### src/hdl/button_debounce_press_hold_unit_macros.svh
// Assertion macros shared by the button debounce RTL.
// Needs signals named clk and rst_n in the module that uses them.
`ifndef BUTTON_DEBOUNCE_PRESS_HOLD_UNIT_MACROS_SVH
`define BUTTON_DEBOUNCE_PRESS_HOLD_UNIT_MACROS_SVH
`ifndef SYNTHESIS
`define BDPH_ASSERT(lbl, prop, msg) \
  lbl: assert property (@(posedge clk) disable iff (!rst_n) (prop)) else $error(msg);
`define BDPH_ASSERT_RST(lbl, prop, msg) \
  lbl: assert property (@(posedge clk) (prop)) else $error(msg);
`else
`define BDPH_ASSERT(lbl, prop, msg)
`define BDPH_ASSERT_RST(lbl, prop, msg)
`endif
`endif

### src/hdl/bdph_pkg.sv
// Shared types and constants of the button debounce unit.
// No dependencies.
package bdph_pkg;

  localparam int TIME_W = 32;
  localparam int CFG_IDX_W = 3;

  localparam logic [1:0] MODE_IDLE     = 2'd0;
  localparam logic [1:0] MODE_DEBOUNCE = 2'd1;
  localparam logic [1:0] MODE_PRESSED  = 2'd2;
  localparam logic [1:0] MODE_HOLD     = 2'd3;

  localparam logic [CFG_IDX_W-1:0] REG_DEBOUNCE_TIME   = 3'd0;
  localparam logic [CFG_IDX_W-1:0] REG_HOLD_TIME       = 3'd1;
  localparam logic [CFG_IDX_W-1:0] REG_HOLD_ENTRY_TIME = 3'd2;
  localparam logic [CFG_IDX_W-1:0] REG_PRESS_ENABLE    = 3'd3;
  localparam logic [CFG_IDX_W-1:0] REG_HOLD_ENABLE     = 3'd4;

  localparam logic [TIME_W-1:0] DEBOUNCE_TIME_RST   = 32'd50;
  localparam logic [TIME_W-1:0] HOLD_TIME_RST       = 32'd1000;
  localparam logic [TIME_W-1:0] HOLD_ENTRY_TIME_RST = 32'd150;

  typedef struct packed {
    logic [TIME_W-1:0] debounce_time;
    logic [TIME_W-1:0] hold_time;
    logic [TIME_W-1:0] hold_entry_time;
    logic              press_enable;
    logic              hold_enable;
  } cfg_t;

  typedef struct packed {
    logic       press_event;
    logic       hold_event;
    logic       bounce_event;
    logic [1:0] mode_now;
  } result_t;

endpackage

### src/hdl/bdph_fsm.sv
// Next-state and event logic of the press/hold mode machine.
// Depends on bdph_pkg.
module bdph_fsm (
  input  bdph_pkg::cfg_t            cfg,
  input  logic [1:0]                mode,
  input  logic [bdph_pkg::TIME_W-1:0] mark_time,
  input  logic                      pin_pressed,
  input  logic [bdph_pkg::TIME_W-1:0] time_now,
  output logic                      mark_load,
  output bdph_pkg::result_t         res
);
  import bdph_pkg::*;

  logic [TIME_W-1:0] elapsed;
  logic              db_done;
  logic              entry_done;
  logic              hold_done;

  assign elapsed    = time_now - mark_time;
  assign db_done    = elapsed > cfg.debounce_time;
  assign entry_done = elapsed > cfg.hold_entry_time;
  assign hold_done  = elapsed > cfg.hold_time;

  always_comb begin
    res.press_event  = 1'b0;
    res.hold_event   = 1'b0;
    res.bounce_event = 1'b0;
    res.mode_now     = mode;
    mark_load        = 1'b0;
    case (mode)
      MODE_IDLE: begin
        if (pin_pressed) begin
          res.mode_now = MODE_DEBOUNCE;
          mark_load    = 1'b1;
        end
      end
      MODE_DEBOUNCE: begin
        if (db_done) begin
          if (pin_pressed) begin
            res.mode_now = MODE_PRESSED;
            mark_load    = 1'b1;
          end else begin
            res.mode_now     = MODE_IDLE;
            res.bounce_event = 1'b1;
          end
        end
      end
      MODE_PRESSED: begin
        if (!pin_pressed) begin
          res.press_event = cfg.press_enable;
          res.mode_now    = MODE_IDLE;
        end else if (entry_done) begin
          res.mode_now = MODE_HOLD;
          mark_load    = 1'b1;
        end
      end
      default: begin
        if (hold_done) begin
          res.hold_event = pin_pressed & cfg.hold_enable;
          res.mode_now   = MODE_IDLE;
        end
      end
    endcase
  end

endmodule

### src/hdl/button_debounce_press_hold_unit.sv
// Button debouncer with short-press and hold detection, top level.
// Input register, then result register; the mode machine and one subtract-compare sit
// between them. Throughput: one item per cycle unless out_stall holds a pending result.
// Reset (synchronous, active low) empties both stages, sets the mode to idle, clears
// the mark time and loads the configuration defaults. Depends on bdph_pkg and bdph_fsm.
`include "button_debounce_press_hold_unit_macros.svh"

module button_debounce_press_hold_unit (
  input  logic                           clk,
  input  logic                           rst_n,
  input  logic                           cfg_we,
  input  logic [bdph_pkg::CFG_IDX_W-1:0] cfg_index,
  input  logic [bdph_pkg::TIME_W-1:0]    cfg_wdata,
  input  logic                           in_valid,
  output logic                           in_stall,
  input  logic                           in_pin_pressed,
  input  logic [bdph_pkg::TIME_W-1:0]    in_time_now,
  output logic                           out_valid,
  input  logic                           out_stall,
  output logic                           out_press_event,
  output logic                           out_hold_event,
  output logic                           out_bounce_event,
  output logic [1:0]                     out_mode_now
);
  import bdph_pkg::*;

  cfg_t              cfg_r;
  logic [1:0]        mode_r;
  logic [TIME_W-1:0] mark_time_r;
  logic              s1_valid_r;
  logic              s1_pin_r;
  logic [TIME_W-1:0] s1_time_r;
  logic              out_valid_r;
  result_t           res_r;
  result_t           res_nxt;
  logic              mark_load;
  logic              in_xfer;
  logic              adv;

  assign adv      = s1_valid_r && !(out_valid_r && out_stall);
  assign in_stall = s1_valid_r && out_valid_r && out_stall;
  assign in_xfer  = in_valid && !in_stall;

  always_ff @(posedge clk) begin
    if (!rst_n) begin
      cfg_r.debounce_time   <= DEBOUNCE_TIME_RST;
      cfg_r.hold_time       <= HOLD_TIME_RST;
      cfg_r.hold_entry_time <= HOLD_ENTRY_TIME_RST;
      cfg_r.press_enable    <= 1'b0;
      cfg_r.hold_enable     <= 1'b0;
    end else if (cfg_we) begin
      case (cfg_index)
        REG_DEBOUNCE_TIME:   cfg_r.debounce_time   <= cfg_wdata;
        REG_HOLD_TIME:       cfg_r.hold_time       <= cfg_wdata;
        REG_HOLD_ENTRY_TIME: cfg_r.hold_entry_time <= cfg_wdata;
        REG_PRESS_ENABLE:    cfg_r.press_enable    <= cfg_wdata[0];
        REG_HOLD_ENABLE:     cfg_r.hold_enable     <= cfg_wdata[0];
        default: begin
        end
      endcase
    end
  end

  always_ff @(posedge clk) begin
    if (!rst_n) begin
      s1_valid_r <= 1'b0;
    end else if (in_xfer) begin
      s1_valid_r <= 1'b1;
    end else if (adv) begin
      s1_valid_r <= 1'b0;
    end
  end

  always_ff @(posedge clk) begin
    if (in_xfer) begin
      s1_pin_r  <= in_pin_pressed;
      s1_time_r <= in_time_now;
    end
  end

  bdph_fsm u_fsm (
    .cfg         (cfg_r),
    .mode        (mode_r),
    .mark_time   (mark_time_r),
    .pin_pressed (s1_pin_r),
    .time_now    (s1_time_r),
    .mark_load   (mark_load),
    .res         (res_nxt)
  );

  always_ff @(posedge clk) begin
    if (!rst_n) begin
      mode_r      <= MODE_IDLE;
      mark_time_r <= '0;
      out_valid_r <= 1'b0;
    end else begin
      if (adv) begin
        mode_r <= res_nxt.mode_now;
        if (mark_load) begin
          mark_time_r <= s1_time_r;
        end
        out_valid_r <= 1'b1;
      end else if (!out_stall) begin
        out_valid_r <= 1'b0;
      end
    end
  end

  always_ff @(posedge clk) begin
    if (adv) begin
      res_r <= res_nxt;
    end
  end

  assign out_valid        = out_valid_r;
  assign out_press_event  = res_r.press_event;
  assign out_hold_event   = res_r.hold_event;
  assign out_bounce_event = res_r.bounce_event;
  assign out_mode_now     = res_r.mode_now;

  `BDPH_ASSERT(a_events_exclusive, out_valid_r |-> $onehot0({res_r.press_event, res_r.hold_event, res_r.bounce_event}), "more than one event in a result")
  `BDPH_ASSERT(a_event_ends_idle, (out_valid_r && (res_r.press_event || res_r.hold_event || res_r.bounce_event)) |-> (res_r.mode_now == MODE_IDLE), "event reported without return to idle")
  `BDPH_ASSERT(a_mode_only_on_adv, !adv |=> $stable(mode_r), "mode changed without a stage advance")
  `BDPH_ASSERT(a_result_mode_match, ($past(adv && rst_n) && out_valid_r) |-> (res_r.mode_now == mode_r), "result mode differs from state")
  `BDPH_ASSERT_RST(a_reset_empties, !rst_n |=> (!s1_valid_r && !out_valid_r), "stages not empty after reset")

endmodule

### config.mk
export PLATFORM = sky130hd
export DESIGN_NAME = button_debounce_press_hold_unit
export DESIGN_NICKNAME = d
export VERILOG_FILES = /design/src/hdl/bdph_pkg.sv /design/src/hdl/bdph_fsm.sv /design/src/hdl/button_debounce_press_hold_unit.sv
export VERILOG_INCLUDE_DIRS = /design/src /design/src/hdl
export SDC_FILE = /design/constraint.sdc
export NUM_CORES = 1
export LEC_CHECK = 0
export CAP_MARGIN = 20
export CORE_MARGIN = 8
export CORE_UTILIZATION = 45
export CTS_CLUSTER_DIAMETER = 50
export DETAILED_ROUTE_END_ITERATION = 8
export DONT_BUFFER_PORTS = 1
export PLACE_DENSITY_LB_ADDON = 0.08
export REMOVE_ABC_BUFFERS = 1
export SYNTH_ARGS = -nofsm -noshare
export SYNTH_HDL_FRONTEND = slang
export SYNTH_SLANG_ARGS = --single-unit
### constraint.sdc
create_clock -name clk -period 6.17 [get_ports clk]
set_clock_uncertainty 0.1 [all_clocks]
set_input_delay 0.617 -clock clk [delete_from_list [all_inputs] [get_ports clk]]
set_output_delay 0.617 -clock clk [all_outputs]
set_load 0.1 [all_outputs]
## After elaboration in Yosys (flattened, before gate mapping)

Index checks and enable logic that the tools add are counted.

| word-level totals | value |
|---|---|
| input bits | 73 |
| flip-flop bits (word level) | 172 |
| logic and storage cells | 65 |
| output and inout bits | 7 |

| cells by class | value |
|---|---|
| $add $sub $neg | 1 |
| reduce and logical (&&, ||, !) cells | 19 |
| muxes and demuxes | 17 |
| order comparisons | 3 |
| eq/ne operators | 7 |
| bitwise logic cells | 3 |

Operators by type and width:

| kind | number |
|---|---|
| 32-bit greater-than comparator | 3 |
| 32-bit subtractor | 1 |
| 2-bit AND reduction | 7 |
| 2-bit two-way mux | 6 |
| 1-bit two-way mux | 9 |
| 3-bit by 2-bit == test with 1-bit output, second input constant | 2 |
| 2-bit case mux with 3 select lines | 1 |
| 1-bit logical AND | 5 |
| 4-bit OR reduction | 1 |
| 3-bit by 1-bit == test with 1-bit output, second input constant | 1 |
| 3-bit == test, second input constant | 1 |
| 3-bit zero test | 1 |
| 1-bit case mux with 3 select lines | 1 |
| 2-bit by 1-bit == test with 1-bit output, second input constant | 1 |
| 2-bit == test, second input constant | 1 |
| 1-bit zero test | 2 |
| 2-bit zero test | 1 |
| 2-bit by 1-bit != test with 1-bit output, second input constant | 1 |
| 1-bit NOT | 2 |
| 2-bit nonzero test | 1 |
| 2-bit OR reduction | 1 |
| 1-bit bitwise AND | 1 |

## Longest topological paths before layout

| depth | value |
|---|---|
| word-level depth | 6 |
| depth in mapped cells | 22 |
| depth with buffers taken out | 21 |

## Modules after synthesis

From an unflattened synthesis, not the netlist that was laid out.

| unflattened totals | value |
|---|---|
| cell total of the unflattened synthesis | 1153 |
| area, all modules | 10099.7 um2 |

By module, submodules not included:

| module | times used | seq. area each (um2) | area each (um2) | cells an instance |
|---|---|---|---|---|
| button_debounce_press_hold_unit | 1 | 3823.7 | 5863.1 | 560 |
| bdph_fsm | 1 | 0.0 | 4236.6 | 593 |

## Least setup slack after synthesis

OpenSTA, ideal clock, no wires.

| timing | value |
|---|---|
| path kind | reg-to-reg |
| start point | reg s1_time_r[0] |
| end point | reg mark_time_r[10] |
| arrival | 4813 ps |
| path buffers | 1 |
| period minus slack after synthesis | 5029 ps |
| stages on the path, launching flop included | 23 |
| setup time | 116 ps |
| setup slack | 1141 ps |
| required time | 5954 ps |
| cells stage by stage | edfxtp_1 inv_1 ha_1 inv_1 fa_1 a21o_1 a221oi_2 nand4b_1 nand2_1 o31ai_2 o221ai_1 o31a_1 o211ai_1 ha_1 nand4_1 nor2_1 a221oi_1 and2_1 o22ai_1 o311ai_4 buf_8 mux2i_1 nor2b_1 |

| between the ends | value |
|---|---|
| longest elaborated chain between the ends | 6 |
| elaborated cells between the ends (all ways) | 8 |
| classes of those cells | add/sub: 1; order compare: 2; mux: 4; reduce/logical: 1 |

Ends and longest elaborated chain:

| item | line | source |
|---|---|---|
| start, declared | button_debounce_press_hold_unit.sv:32 | `logic [TIME_W-1:0] s1_time_r;` |
| start signal, assigned | button_debounce_press_hold_unit.sv:77 | `s1_time_r <= in_time_now;` |
| 32-bit subtractor * | bdph_fsm.sv:19 | `assign elapsed = time_now - mark_time;` |
| 32-bit greater-than comparator | bdph_fsm.sv:21 | `assign entry_done = elapsed > cfg.hold_entry_time;` |
| 1-bit two-way mux | bdph_fsm.sv:52 | `end else if (entry_done) begin` |
| 1-bit two-way mux | bdph_fsm.sv:49 | `if (!pin_pressed) begin` |
| 1-bit case mux with 3 select lines * | bdph_fsm.sv:30 | `case (mode)` |
| 2-bit AND reduction (no line) * | -- |  |
| end signal, assigned | button_debounce_press_hold_unit.sv:100 | `mark_time_r <= s1_time_r;` |
| end, declared | button_debounce_press_hold_unit.sv:29 | `logic [TIME_W-1:0] mark_time_r;` |

Mark *: on every way between the ends. The rest lies on a longest branch, timed or not.
A chain may end at the register's enable or synchronous reset.

## Worst setup path after layout

| timing | value |
|---|---|
| start point | reg s1_time_r[0] |
| end point | reg mark_time_r[12] |

Same word-level chain as after synthesis.

==> results_dict.tcl <==
set metrics [dict create \
    final_cell_mix "nand2_1 (211), inv_1 (136), dfxtp_1 (134)" \
    rsz0062_at_grt "false" \
    status "finished clean" \
    maxSlewViolCount 0 \
    grt_max_degree 136 \
    cp_max_fo 20 \
    fp-row-count 55 \
    place_inst 1446 \
    drc_errors 0 \
    r2r-start "s1_time_r[0]" \
    antenna_found_initial 0 \
    dpl_cell_area_sq_um 10700 \
    async_reset_ff_frac 0 \
    synth_area_sq_um 10400 \
    postSynthCellCount 1190 \
    clk_pin_slew_ns 0.07 \
    post-cts-setup-buffers 0 \
    pwr_density_cell_nw_per_um2 258 \
    p_total_w 0.00291 \
    grt_overflow 0 \
    leakagePower_nw 4.36 \
    fmax_mhz 173 \
    max_slew_margin 0.277 \
    track_usage 0.178 \
    final_hold_viol_count 0 \
    gp_congestion 0.822 \
    crit_required_ns 6.40 \
    ys_seq_elements 172 \
    num_vias 7803 \
    vias_per_cell 5.28 \
    cts.sinks 172 \
    min_from "in_time_now[5]" \
    area_growth_pct 8.30 \
    min_path_type "input port to register" \
    routedWlPerCell_microns 17.1 \
    place.port_buffers 0 \
    ant_nets 0 \
    yosysWarnings 0 \
    vdd.ir_drop.worst_mv 0.151 \
    num_antenna_cells 0 \
    cp.arrival_ns 6.01 \
    core_sq_um 22600 \
    drt_wl_total_mm 25.2 \
    syn_avg_cell_area_sq_um 8.74 \
    die_y_microns 168 \
    synth_edf_count 38 \
    root_buffer "clkbuf_16" \
    cts_made_buffers 17 \
    tritoncts "done" \
    ys_seq_area_frac 0.368 \
    setup_tns_ns 0 \
    finish.instance_area_sq_um 11300 \
    finalNonFillerCells 1478 \
    die_area_sq_um 28200 \
    critical_path_class "register to register" \
    drtPass1Iterations 5 \
    hpwl_mm 18.0 \
    setup_viol 0 \
    layout.nets 1385 \
    finalCriticalPeriod_ns 5.79 \
    start_util 0.459 \
    maxCapViolCount 0 \
    clk_path_buf_depth 2 \
    cp-start-kind "register" \
    drt_iter0_markers 375 \
    postCtsHoldBufs 0 \
    min_period_over_period 0.938 \
    utilization 0.498 \
    final_common_cell "nand2_1" \
    worst_skew_pair.late_latency_ns 0.44 \
    die_x_microns 168 \
    startpoint "s1_time_r[0]" \
    drive_above_1_share 0.0478 \
    grt_pass1_wl_mm 40.1 \
    synthDistinctLibCells 65 \
    ios 80 \
    endpoint_kind "register" \
    htreeDepth 4 \
    grt_pass1_vias 7503 \
    synthFlopType "dfxtp_1" \
    tightest_slew_ns 1.08 \
]
critical path, stage by stage (launching register included):
cell and delay (ns):
edfxtp_1 0.39, inv_1 0.07, ha_1 0.16, inv_1 0.05, fa_1 0.40, a21o_1 0.21, a221oi_2 0.32, nand4b_1 0.23
nand2_1 0.18, o31ai_4 0.35, o221ai_1 0.26, o31a_1 0.37, xor2_1 0.34, ha_1 0.33, nand4_1 0.21, nor2_1 0.09
a221oi_2 0.35, and2_1 0.17, o22ai_1 0.15, o311ai_4 0.36, buf_8 0.27, mux2i_1 0.23, nor2b_1 0.06
path summary, 6_finish.rpt:
kind	endpoint	slack, ns	depth (start not counted)
max	mark_time_r[12]	0.38	22
min	s1_time_r[5]	0.17	0
max reg2reg	mark_time_r[12]	0.38	22
min reg2reg	cfg_r[44]	0.36	2
sequential cells by signal (all words and copies together), names as in the netlist:
name and cells:
s1_valid_r 1, s1_time_r 32, cfg_r 98, s1_pin_r 1
out_hold_event 1, out_bounce_event 1, mode_r 2, out_valid 1
out_mode_now 2, out_press_event 1, mark_time_r 32
power breakdown:
group	switching [W]	total [W]	leakage, nW	internal, W
clock	0.000499	0.00106	0.273	0.000566
sequential	0.0000339	0.00122	1.46	0.00119
combinational	0.000357	0.000617	2.63	0.000260
layer usage:
layer  part of all wire  track usage  vias to the layer above
met1               0.50        0.240                     3591
li1                   -            -                     4073
met2               0.44        0.282                      127
met3              0.046       0.0437                       12
met4             0.0084       0.0388                        0
met5                  0            0                        -
stage by stage:
step | setup slack (ns) | hold slack (ns)
3_5_place_dp | 0.195 | 0.356
4_1_cts | 0.164 | 0.153
6_report | 0.383 | 0.169
2_1_floorplan | 0.406 | 0.343
5_1_grt | 0.0124 | 0.150
3_3_place_gp | 0.366 | 0.350
Yosys cell counts (19+ instances only):
library cell  instances  area [sq um]
mux2i_1              34           340
a21oi_1              48           240
o21ai_0              28           140
nand2_1             211           792
xnor2_1              21           184
a21o_1               19           143
a21boi_0             84           631
ha_1                131          1640
inv_1               136           510
nor2b_1              43           269
edfxtp_1             38          1140
nand3_1              24           120
dfxtp_1             134          2680
o211ai_1             21           158
clkbuf_1             35           131
nor2_1               37           139
logic make-up after synthesis:
group / count (synthesis) / share of synthesized area
xor+xnor: 28 / 0.0236
simple gates: 382 / 0.169
compound gates: 267 / 0.181
buf+inv: 175 / 0.0664
mux: 34 / 0.0327
fa+ha+maj: 132 / 0.159
flops: 172 / 0.368
cell type report:
type,count,area [sq um]
clock inverters,14,138
flip-flops and latches,172,3820
clock buffers,18,429
inverters,136,510
fillers,2181,11400
repair buffers,10,86.3
well taps,285,357
multi-input cells,843,5920
what timing repair did:
action | 4_1_cts | 5_1_grt
hold endpoints to repair | 0 | 0
setup endpoints to repair | 0 | 35
resized for setup | 0 | 6
Note: power is estimated with default switching activity, not from simulation.
